## src/rtl/gfst_pkg.sv

```systemverilog
// Shared types and constants for the ground-fault self-test sequencer.
package gfst_pkg;

  // Width of one window-length register.
  localparam int unsigned POLL_W = 10;

  // Default width of the poll tick counter.
  localparam int unsigned COUNT_BITS_DEF = 10;

  // Register indexes on the configuration port.
  localparam int unsigned CFG_IDX_W = 1;
  localparam logic [CFG_IDX_W-1:0] REG_PULSE_POLLS   = 1'b0;
  localparam logic [CFG_IDX_W-1:0] REG_RECOVER_POLLS = 1'b1;

  // Register reset values.
  localparam logic [POLL_W-1:0] PULSE_POLLS_RST   = 10'd50;
  localparam logic [POLL_W-1:0] RECOVER_POLLS_RST = 10'd20;

  // Result codes.
  localparam logic [1:0] RC_PASS       = 2'd0;
  localparam logic [1:0] RC_NO_ASSERT  = 2'd1;
  localparam logic [1:0] RC_NO_RELEASE = 2'd2;
  localparam logic [1:0] RC_TRIPPED    = 2'd3;

  // Sequencer phases.
  typedef enum logic [1:0] {
    PH_IDLE    = 2'd0,
    PH_PULSE   = 2'd1,
    PH_RECOVER = 2'd2,
    PH_DONE    = 2'd3
  } phase_t;

endpackage

```

## src/rtl/gfst_window.sv

```systemverilog
// Poll tick window counter step: advances the count and flags the window end.
module gfst_window #(
  parameter int unsigned COUNT_BITS = 10
) (
  input  logic [COUNT_BITS-1:0]     count,
  input  logic [gfst_pkg::POLL_W-1:0] polls,
  output logic [COUNT_BITS-1:0]     count_nxt,
  output logic                      win_end
);
  import gfst_pkg::*;

  // Wide enough for the register value and for the counter cap.
  localparam int unsigned WL_W = (COUNT_BITS + 1 > POLL_W + 1) ? COUNT_BITS + 1 : POLL_W + 1;

  logic [COUNT_BITS:0] inc;
  logic [WL_W-1:0]     inc_ext;
  logic [WL_W-1:0]     len;
  logic [WL_W-1:0]     cap;

  // The window lasts at least one tick and at most the counter's range.
  always_comb begin
    cap = WL_W'(1) << COUNT_BITS;
    len = WL_W'(polls);
    if (len == '0) begin
      len = WL_W'(1);
    end
    if (len > cap) begin
      len = cap;
    end
  end

  // Next count, cleared when the window closes.
  assign inc       = {1'b0, count} + (COUNT_BITS + 1)'(1);
  assign inc_ext   = WL_W'(inc);
  assign win_end   = (inc_ext >= len);
  assign count_nxt = win_end ? '0 : inc[COUNT_BITS-1:0];

endmodule

```

## src/rtl/gfci_cal_self_test_sequencer.sv

```systemverilog
// Top level of the ground-fault CAL self-test sequencer.
//
//   Channel | Direction | Handshake            | Payload
//   in_     | input     | in_valid / in_ready  | mode, fault_sense, cal_pin_level
//   out_    | output    | out_valid / out_ready| cal_drive, test_busy, test_done, result_code
//   cfg_    | input     | cfg_valid / cfg_ready| cfg_index, cfg_data
//
// Each input beat is worked at once: the sequencer state and the result
// register load at the same edge, so one beat per cycle is sustained while out_ready is high.
// The result appears on the out_ side in the cycle after its input beat is taken.
// in_ready drops only while a result waits and out_ready is low.
// Synchronous active-low reset returns the sequencer to idle and the window
// registers to 50 and 20 ticks; cfg_ready is always high.
module gfci_cal_self_test_sequencer #(
  parameter int unsigned COUNT_BITS = gfst_pkg::COUNT_BITS_DEF
) (
  input  logic                          clk,
  input  logic                          rst_n,
  // Input beats.
  input  logic                          in_valid,
  output logic                          in_ready,
  input  logic                          in_mode,
  input  logic                          in_fault_sense,
  input  logic                          in_cal_pin_level,
  // Result beats.
  output logic                          out_valid,
  input  logic                          out_ready,
  output logic                          out_cal_drive,
  output logic                          out_test_busy,
  output logic                          out_test_done,
  output logic [1:0]                    out_result_code,
  // Configuration writes.
  input  logic                          cfg_valid,
  output logic                          cfg_ready,
  input  logic [gfst_pkg::CFG_IDX_W-1:0] cfg_index,
  input  logic [gfst_pkg::POLL_W-1:0]   cfg_data
);
  import gfst_pkg::*;

  // Configuration registers.
  logic [POLL_W-1:0] pulse_polls_r;
  logic [POLL_W-1:0] recover_polls_r;

  // Sequencer state.
  phase_t                phase_r, phase_nxt;
  logic [COUNT_BITS-1:0] poll_count_r, poll_count_nxt;
  logic                  rest_level_r, rest_level_nxt;
  logic                  cal_level_r, cal_level_nxt;
  logic                  seen_pulse_r, seen_pulse_nxt;
  logic                  seen_after_r, seen_after_nxt;
  logic                  seen_release_r, seen_release_nxt;
  logic [1:0]            final_code_r, final_code_nxt;

  // Result register.
  logic       out_valid_r, out_valid_nxt;
  logic       cal_drive_r, cal_drive_nxt;
  logic       test_busy_r, test_busy_nxt;
  logic       test_done_r, test_done_nxt;
  logic [1:0] result_code_r, result_code_nxt;

  logic                  in_go;
  logic                  busy;
  logic [POLL_W-1:0]     win_polls;
  logic [COUNT_BITS-1:0] win_count_nxt;
  logic                  win_end;

  assign in_ready  = !out_valid_r || out_ready;
  assign in_go     = in_valid && in_ready;
  assign cfg_ready = 1'b1;
  assign busy      = (phase_r == PH_PULSE) || (phase_r == PH_RECOVER);

  // The active window picks its length register.
  assign win_polls = (phase_r == PH_RECOVER) ? recover_polls_r : pulse_polls_r;

  gfst_window #(
    .COUNT_BITS (COUNT_BITS)
  ) u_window (
    .count     (poll_count_r),
    .polls     (win_polls),
    .count_nxt (win_count_nxt),
    .win_end   (win_end)
  );

  // Configuration register writes.
  always_ff @(posedge clk) begin
    if (!rst_n) begin
      pulse_polls_r   <= PULSE_POLLS_RST;
      recover_polls_r <= RECOVER_POLLS_RST;
    end else if (cfg_valid && cfg_ready) begin
      case (cfg_index)
        REG_PULSE_POLLS:   pulse_polls_r   <= cfg_data;
        REG_RECOVER_POLLS: recover_polls_r <= cfg_data;
        default: ;
      endcase
    end
  end

  // Next state of the sequencer for the beat being taken.
  always_comb begin
    phase_nxt        = phase_r;
    poll_count_nxt   = poll_count_r;
    rest_level_nxt   = rest_level_r;
    cal_level_nxt    = cal_level_r;
    seen_pulse_nxt   = seen_pulse_r;
    seen_after_nxt   = seen_after_r;
    seen_release_nxt = seen_release_r;
    final_code_nxt   = final_code_r;
    if (in_go) begin
      if (in_mode) begin
        // A start while a window runs is ignored.
        if (!busy) begin
          if (in_fault_sense) begin
            final_code_nxt = RC_TRIPPED;
            phase_nxt      = PH_DONE;
          end else begin
            rest_level_nxt   = in_cal_pin_level;
            cal_level_nxt    = !in_cal_pin_level;
            poll_count_nxt   = '0;
            seen_pulse_nxt   = 1'b0;
            seen_after_nxt   = 1'b0;
            seen_release_nxt = 1'b0;
            final_code_nxt   = RC_PASS;
            phase_nxt        = PH_PULSE;
          end
        end
      end else begin
        case (phase_r)
          PH_PULSE: begin
            if (in_fault_sense) begin
              seen_pulse_nxt = 1'b1;
            end
            poll_count_nxt = win_count_nxt;
            if (win_end) begin
              cal_level_nxt = rest_level_r;
              phase_nxt     = PH_RECOVER;
            end
          end
          PH_RECOVER: begin
            if (in_fault_sense) begin
              seen_after_nxt = 1'b1;
            end else if (seen_pulse_r || seen_after_r) begin
              seen_release_nxt = 1'b1;
            end
            poll_count_nxt = win_count_nxt;
            if (win_end) begin
              if (!(seen_pulse_r || seen_after_nxt)) begin
                final_code_nxt = RC_NO_ASSERT;
              end else if (!seen_release_nxt) begin
                final_code_nxt = RC_NO_RELEASE;
              end else begin
                final_code_nxt = RC_PASS;
              end
              phase_nxt = PH_DONE;
            end
          end
          default: ;
        endcase
      end
    end
  end

  // Result beat built from the state after this beat.
  always_comb begin
    cal_drive_nxt   = cal_drive_r;
    test_busy_nxt   = test_busy_r;
    test_done_nxt   = test_done_r;
    result_code_nxt = result_code_r;
    out_valid_nxt   = out_valid_r && !out_ready;
    if (in_go) begin
      out_valid_nxt   = 1'b1;
      cal_drive_nxt   = cal_level_nxt;
      test_busy_nxt   = (phase_nxt == PH_PULSE) || (phase_nxt == PH_RECOVER);
      test_done_nxt   = (phase_nxt == PH_DONE);
      result_code_nxt = (phase_nxt == PH_DONE) ? final_code_nxt : RC_PASS;
    end
  end

  // Sequencer state registers.
  always_ff @(posedge clk) begin
    if (!rst_n) begin
      phase_r        <= PH_IDLE;
      poll_count_r   <= '0;
      rest_level_r   <= 1'b0;
      cal_level_r    <= 1'b0;
      seen_pulse_r   <= 1'b0;
      seen_after_r   <= 1'b0;
      seen_release_r <= 1'b0;
      final_code_r   <= RC_PASS;
      out_valid_r    <= 1'b0;
    end else begin
      phase_r        <= phase_nxt;
      poll_count_r   <= poll_count_nxt;
      rest_level_r   <= rest_level_nxt;
      cal_level_r    <= cal_level_nxt;
      seen_pulse_r   <= seen_pulse_nxt;
      seen_after_r   <= seen_after_nxt;
      seen_release_r <= seen_release_nxt;
      final_code_r   <= final_code_nxt;
      out_valid_r    <= out_valid_nxt;
    end
  end

  // Result payload register.
  always_ff @(posedge clk) begin
    cal_drive_r   <= cal_drive_nxt;
    test_busy_r   <= test_busy_nxt;
    test_done_r   <= test_done_nxt;
    result_code_r <= result_code_nxt;
  end

  assign out_valid       = out_valid_r;
  assign out_cal_drive   = cal_drive_r;
  assign out_test_busy   = test_busy_r;
  assign out_test_done   = test_done_r;
  assign out_result_code = result_code_r;

  // A result never reports busy and done together.
  a_busy_done_excl: assert property (@(posedge clk) disable iff (!rst_n)
    out_valid_r |-> !(test_busy_r && test_done_r))
    else $error("result reports busy and done together");

  // The result code is zero unless a test has finished.
  a_code_when_done: assert property (@(posedge clk) disable iff (!rst_n)
    (out_valid_r && !test_done_r) |-> (result_code_r == RC_PASS))
    else $error("result code set without test done");

  // A clean start enters the pulse window driving the opposite CAL level.
  a_start_pulse: assert property (@(posedge clk) disable iff (!rst_n)
    (in_go && in_mode && !in_fault_sense && !busy) |=>
      (phase_r == PH_PULSE && cal_level_r == !rest_level_r && poll_count_r == '0))
    else $error("start did not open the pulse window");

  // Busy result matches the sequencer phase after the beat.
  a_busy_phase: assert property (@(posedge clk) disable iff (!rst_n)
    in_go |=> (test_busy_r == ((phase_r == PH_PULSE) || (phase_r == PH_RECOVER))))
    else $error("busy flag disagrees with phase");

endmodule

```

## config.mk

```make
export PLATFORM = sky130hd
export DESIGN_NAME = gfci_cal_self_test_sequencer
export DESIGN_NICKNAME = d
export VERILOG_FILES = /design/src/rtl/gfst_pkg.sv /design/src/rtl/gfst_window.sv /design/src/rtl/gfci_cal_self_test_sequencer.sv
export SDC_FILE = /design/constraint.sdc
export NUM_CORES = 1
export LEC_CHECK = 0
export BUFFER_PORTS_ARGS = -buffer_cell sky130_fd_sc_hd__buf_2
export CAP_MARGIN = 20
export CORE_UTILIZATION = 40
export DETAILED_ROUTE_END_ITERATION = 8
export PLACE_DENSITY = 0.61
export SLEW_MARGIN = 20
export SYNTH_ARGS = -nofsm -noshare
export SYNTH_HDL_FRONTEND = slang
export SYNTH_HIERARCHICAL = 1
export SYNTH_SLANG_ARGS = --single-unit
```

## constraint.sdc

```tcl
create_clock -name clk -period 3.9 [get_ports clk]
set_clock_uncertainty 0.1 [all_clocks]
set_input_delay 0.78 -clock clk [delete_from_list [all_inputs] [get_ports clk]]
set_output_delay 0.78 -clock clk [all_outputs]
set_load 0.01 [all_outputs]
```

Word-level counts from Yosys, hierarchy flattened --
Index checks and enable logic that the tools add are counted.
Word-level totals: output and inout bits 8, register bits after elaboration 45, logic and storage cells 98, input port bits 19
Operators by class: mux-type cells 48, eq/ne operators 7, reduce and logical (&&, ||, !) cells 22, bitwise gates (word level) 3, add/subtract/negate cells 1, order comparisons 2
Operators with widths (count):
- 10-bit two-way mux | 7
- 2-bit two-way mux | 14
- 1-bit two-way mux | 25
- 4-bit AND reduction | 3
- 10-bit by 1-bit adder with 11-bit output, second input constant | 1
- 11-bit greater-or-equal comparator | 1
- 10-bit by 11-bit > comparator with 1-bit output, second input constant | 1
- 11-bit two-way mux | 1
- 10-bit zero test | 1
- 2-bit nonzero test | 4
- 2-bit equality test, second input constant | 3
- 1-bit logical OR | 5
- 5-bit AND reduction | 1
- 2-bit by 1-bit equality test with 1-bit output, second input constant | 2
- 2-bit inequality test, second input constant | 2
- 2-bit one-hot mux with 2 select lines | 1
- 2-bit AND reduction | 2
- 1-bit zero test | 3
- 1-bit inverter | 3
- 1-bit logical AND | 2
- 2-bit OR reduction | 1

Logic depth before layout (Yosys ltp) --
word-level depth 13, depth in mapped cells 17, gate-level depth less buffers 16

Hierarchy --
Netlist, hierarchy kept.
Modules (own cells, without submodules):
- gfci_cal_self_test_sequencer | sequential area each 950.9 sq um, area an instance 2031.9 sq um, cells each 214, times used 1
- gfst_window | sequential area each 0.0 sq um, area an instance 554.3 sq um, cells each 69, times used 1

Worst setup path after synthesis --
Ideal clock, no wire load.
kind flip-flop to flip-flop, from register phase_r[0], to register result_code_r[1], in the netlist out_result_code[1] (data pin), buffers on the path 1, clock period less this slack 3735 ps, data required time 3545 ps, library setup time 255 ps, stages on the path, launching flop included 17, data arrival time 3380 ps, path slack 165 ps, path through dfxtp_1 -> inv_1 -> ha_1 -> buf_2 -> mux2_2 -> nor4_1 -> a41o_1 -> ha_1 -> nand2b_1 -> a31oi_4 -> o211ai_4 -> or2_1 -> a21oi_1 -> o221ai_1 -> and2_1 -> ha_1 -> nor3b_1
Between the ends: word-level cells in the longest chain between the ends 12, elaborated cells on any way between the ends 21, classes of those cells order compare: 2; eq/ne: 3; mux: 14; reduce/logical: 2
RTL lines:
- start: declaration | RTL line gfci_cal_self_test_sequencer.sv:45 | phase_t phase_r, phase_nxt;
- start signal: assignment | RTL line gfci_cal_self_test_sequencer.sv:191 | phase_r <= phase_nxt;
- 2-bit equality test * | RTL line gfci_cal_self_test_sequencer.sv:73 | assign win_polls = (phase_r == PH_RECOVER) ? recover_polls_r : pulse_polls_r;
- 10-bit two-way mux * | RTL line gfci_cal_self_test_sequencer.sv:73
- via win_polls[6] | RTL line gfci_cal_self_test_sequencer.sv:63 | logic [POLL_W-1:0] win_polls;
- 10-bit zero test | RTL line gfst_window.sv:24 | if (len == '0) begin
- 10-bit two-way mux * | RTL line gfst_window.sv:24
- 10-bit by 11-bit > comparator with 1-bit output | RTL line gfst_window.sv:27 | if (len > cap) begin
- 11-bit two-way mux * | RTL line gfst_window.sv:27
- 11-bit greater-or-equal comparator * | RTL line gfst_window.sv:35 | assign win_end = (inc_ext >= len);
- via win_end | RTL line gfci_cal_self_test_sequencer.sv:65 | logic win_end;
- 2-bit two-way mux (on tied branches) | RTL line gfci_cal_self_test_sequencer.sv:145, gfci_cal_self_test_sequencer.sv:133
- 2-bit one-hot mux with 2 select lines | RTL line gfci_cal_self_test_sequencer.sv:127 | case (phase_r)
- 2-bit two-way mux | RTL line gfci_cal_self_test_sequencer.sv:109 | if (in_mode) begin
- 2-bit two-way mux | RTL line gfci_cal_self_test_sequencer.sv:108 | if (in_go) begin
- 2-bit equality test | RTL line gfci_cal_self_test_sequencer.sv:174 | result_code_nxt = (phase_nxt == PH_DONE) ? final_code_nxt : RC_PASS;
- end signal: assignment | RTL line gfci_cal_self_test_sequencer.sv:208 | result_code_r <= result_code_nxt;
- end: declaration | RTL line gfci_cal_self_test_sequencer.sv:59 | logic [1:0] result_code_r, result_code_nxt;
The timed path passes the listed nets; every way through them passes the cells marked *. A chain may end at the register's enable or synchronous reset.

Worst setup path after layout --
Same ends and word-level chain as after synthesis.

==> impl_metrics.yaml <==
yosys:
  ys_types: 55
  netlist_area_mm2: 0.00259
  seq_area_frac_synth: 0.368
  synth_flop_cell: "dfxtp_1"
  synth_most_common_cell: "nand2_1"
  synth_top_area_frac: 0.310
  synth.area.top_cells: "dfxtp_1 31%, ha_1 7.7%, nand2_1 7.3%"
  syn-num-nets: 318
  synth-edff-count: 5
  yosys_warnings: 6
  async_flop_share: 0
  syn_inst: 283
  ys_top_cells_by_count: "50 x nand2_1, 40 x dfxtp_1, 17 x a21boi_0"
  synth_seq_cells: 45
  yosysTopAreaCell: "dfxtp_1"
  syn_avg_cell_area_um2: 9.14
grt:
  grtUsageTotal: 0.174
  antenna_found_initial: 0
  grt_max_degree: 31
  first_global_vias: 1866
  grt_pass1_wl_um: 8950
  gr-total-overflow: 0
placed_design:
  port_buffers: 25
  hpwl_um: 3840
  gp_congestion: 0.814
floorplan:
  die_h_um: 82.4
  ios: 27
  num_rows: 28
  dieArea_mm2: 0.00679
  start_util: 0.427
  core_area_mm2: 0.00606
  die_x_um: 82.4
pwr:
  leakage_nw: 1.25
  vdd_drop_max_v: 0.000181
  power.density_mw_per_mm2: 361
route:
  first_pass_iters: 4
  drt_iter0_drc: 92
  wl_um: 5320
  via_per_inst: 5.24
  wl_per_cell_um: 14.0
  drc_errors: 0
  vias: 1997
  final_antenna_net_count: 0
final_layout:
  syn2layout_area_growth_pct: 10.9
  fill_cells: 606
  nNetsFinal: 340
  antennaDiodeCount: 0
  final_util: 0.473
  final_layout_size_suffix_gt1_frac: 0.196
clock_tree:
  h-tree-depth: 2
  cts_made_buffers: 5
  cts_root_buf: "clkbuf_8"
  cts_hold_buf: 0
  clock_latency_ns: 0.30
  clock_path_buffers: 2
  clkTransAtPathRegs_ns: 0.09
  cts_tree: "done"
  cts.sinks: 45
critical_path:
  worstSetupStartpointType: "register"
  crit_chain: "inv_1 > ha_4 > clkbuf_4 > mux2_2 > nor4_1 > a41o_1 > ha_1 > nand2b_1 > a31oi_4 > o211ai_4 > or2_4 > a21oi_1 > o221ai_1 > and2_1 > ha_1 > nor3b_1"
  cpMaxStageDelayCell: "mux2_2"
  crit_family: "simple AND/OR/NAND/NOR gates"
  crit_fanout: 6
  cp_num_buf_inv: 2
  critPathKind: "reg -> reg"
  slowest_delay_ns: 0.36
  cp-end-kind: "register"
  crit_top_cell: "ha_1"
  arrival_ns: 3.66
  crit_required_ns: 3.86
outcome:
  status: "completed"
timing:
  slew_viol_final: 0
  fin_crit_sh: 0.948
  rsz0062_at_grt: "false"
  maxSlewHeadroom: 0.512
  tightest_slew_ns: 0.730
  period_needed_ns: 3.70
  final_hold_viol_count: 0
  fmax_ghz: 0.271
  hold_ws_ns: 0.365
  tns_ns: 0
  finalSetupViolCount: 0
min_path:
  hold_class: "reg -> reg"
run:
  maxCapViolCount: 0
[registers in the layout, indices dropped and copies added (netlist names)]
register,cells
rest_level_r,1
seen_release_r,1
final_code_r,2
out_valid,1
out_cal_drive,1
out_test_done,1
out_test_busy,1
pulse_polls_r,10
recover_polls_r,10
seen_pulse_r,1
poll_count_r,10
seen_after_r,1
cal_level_r,1
out_result_code,2
phase_r,2
[layout make-up]
type,count,area (µm²),area share
flip-flops and latches,45,951,0.331
inverters,15,56.3,0.0196
multi-input cells,209,1490,0.521
clock buffers,6,82.6,0.0288
repair buffers,29,155,0.0541
clock inverters,2,36.3,0.0126
well taps,75,93.8,0.0327
[per-stage QoR]
| step | worst slack, ns | area (µm²) | total power, W | instances |
|---|---|---|---|---|
| after floorplan | 0.165 | 2590 | 0.000625 | 283 |
| after global placement | 0.110 | 2730 | 0.000661 | 372 |
| after detailed placement | 0.0197 | 2730 | 0.000663 | 372 |
| after CTS | 0.0935 | 2850 | 0.00104 | 380 |
| after global routing | 0.0162 | 2870 | 0.00109 | 381 |
| final | 0.203 | 2870 | 0.00103 | 381 |
[cell usage in the layout, fill, tap and decap left out, drive strengths merged, types with 5 or more instances in the layout]
cell    Yosys  final
a21boi     17     17
o21ai       6      6
clkbuf      6      7
nor3        5      5
a22o       11     11
nand2      51     51
nand3      12     12
nor3b      11     11
mux2       10     10
dfxtp      40     40
inv        15     16
xnor2       5      5
ha         16     16
a21oi       6      6
edfxtp      5      5
buf         8     28
nor2       10     10
[where the power goes]
group / internal (W) / switching (W) / leakage, nW
Clock: 0.000209 / 0.000168 / 0.0617
Combinational: 0.0000661 / 0.0000881 / 0.808
Sequential: 0.000490 / 0.0000127 / 0.377
[worst reg2reg max path: cells and delay by family, from the launching register on]
kind | cells | cell delay, ns
adders and majority gates | 3 | 0.60
buffers and inverters | 2 | 0.31
DFF | 1 | 0.33
muxes | 1 | 0.36
and+or+nand+nor | 5 | 0.96
AOI/OAI and AO/OA | 5 | 0.81
[layer usage]
| metal | vias to the layer above | wire (µm) | track usage |
|---|---|---|---|
| met3 | 10 | 166 | 0.0363 |
| li1 | 1038 | - | - |
| met1 | 911 | 2840 | 0.246 |
| met2 | 38 | 2220 | 0.260 |
| met5 | - | 0 | 0 |
| met4 | 0 | 89 | 0.0632 |
[final timing paths]
| check | start | end | slack (ns) | cells past startpoint |
|---|---|---|---|---|
| min reg2reg | recover_polls_r[9] | recover_polls_r[9] | 0.36 | 2 |
| max reg2reg | phase_r[0] | out_result_code[1] | 0.20 | 16 |
| max | phase_r[0] | out_result_code[1] | 0.20 | 16 |
| min | recover_polls_r[9] | recover_polls_r[9] | 0.36 | 2 |
[what timing repair did]
item,in CTS,in global routing
endpoints found under the setup margin,2,3
pin swaps,0,1
gates resized for setup,1,3
setup buffers,0,1
[cell families after synthesis]
logic type,synth area share
simple gates,0.233
fa+ha+maj,0.0774
other cells,0.00145
buf+inv,0.0605
flops,0.368
xor+xnor,0.0329
compound gates,0.180
mux,0.0474
No activity file was read; power rests on OpenSTA's default activity.
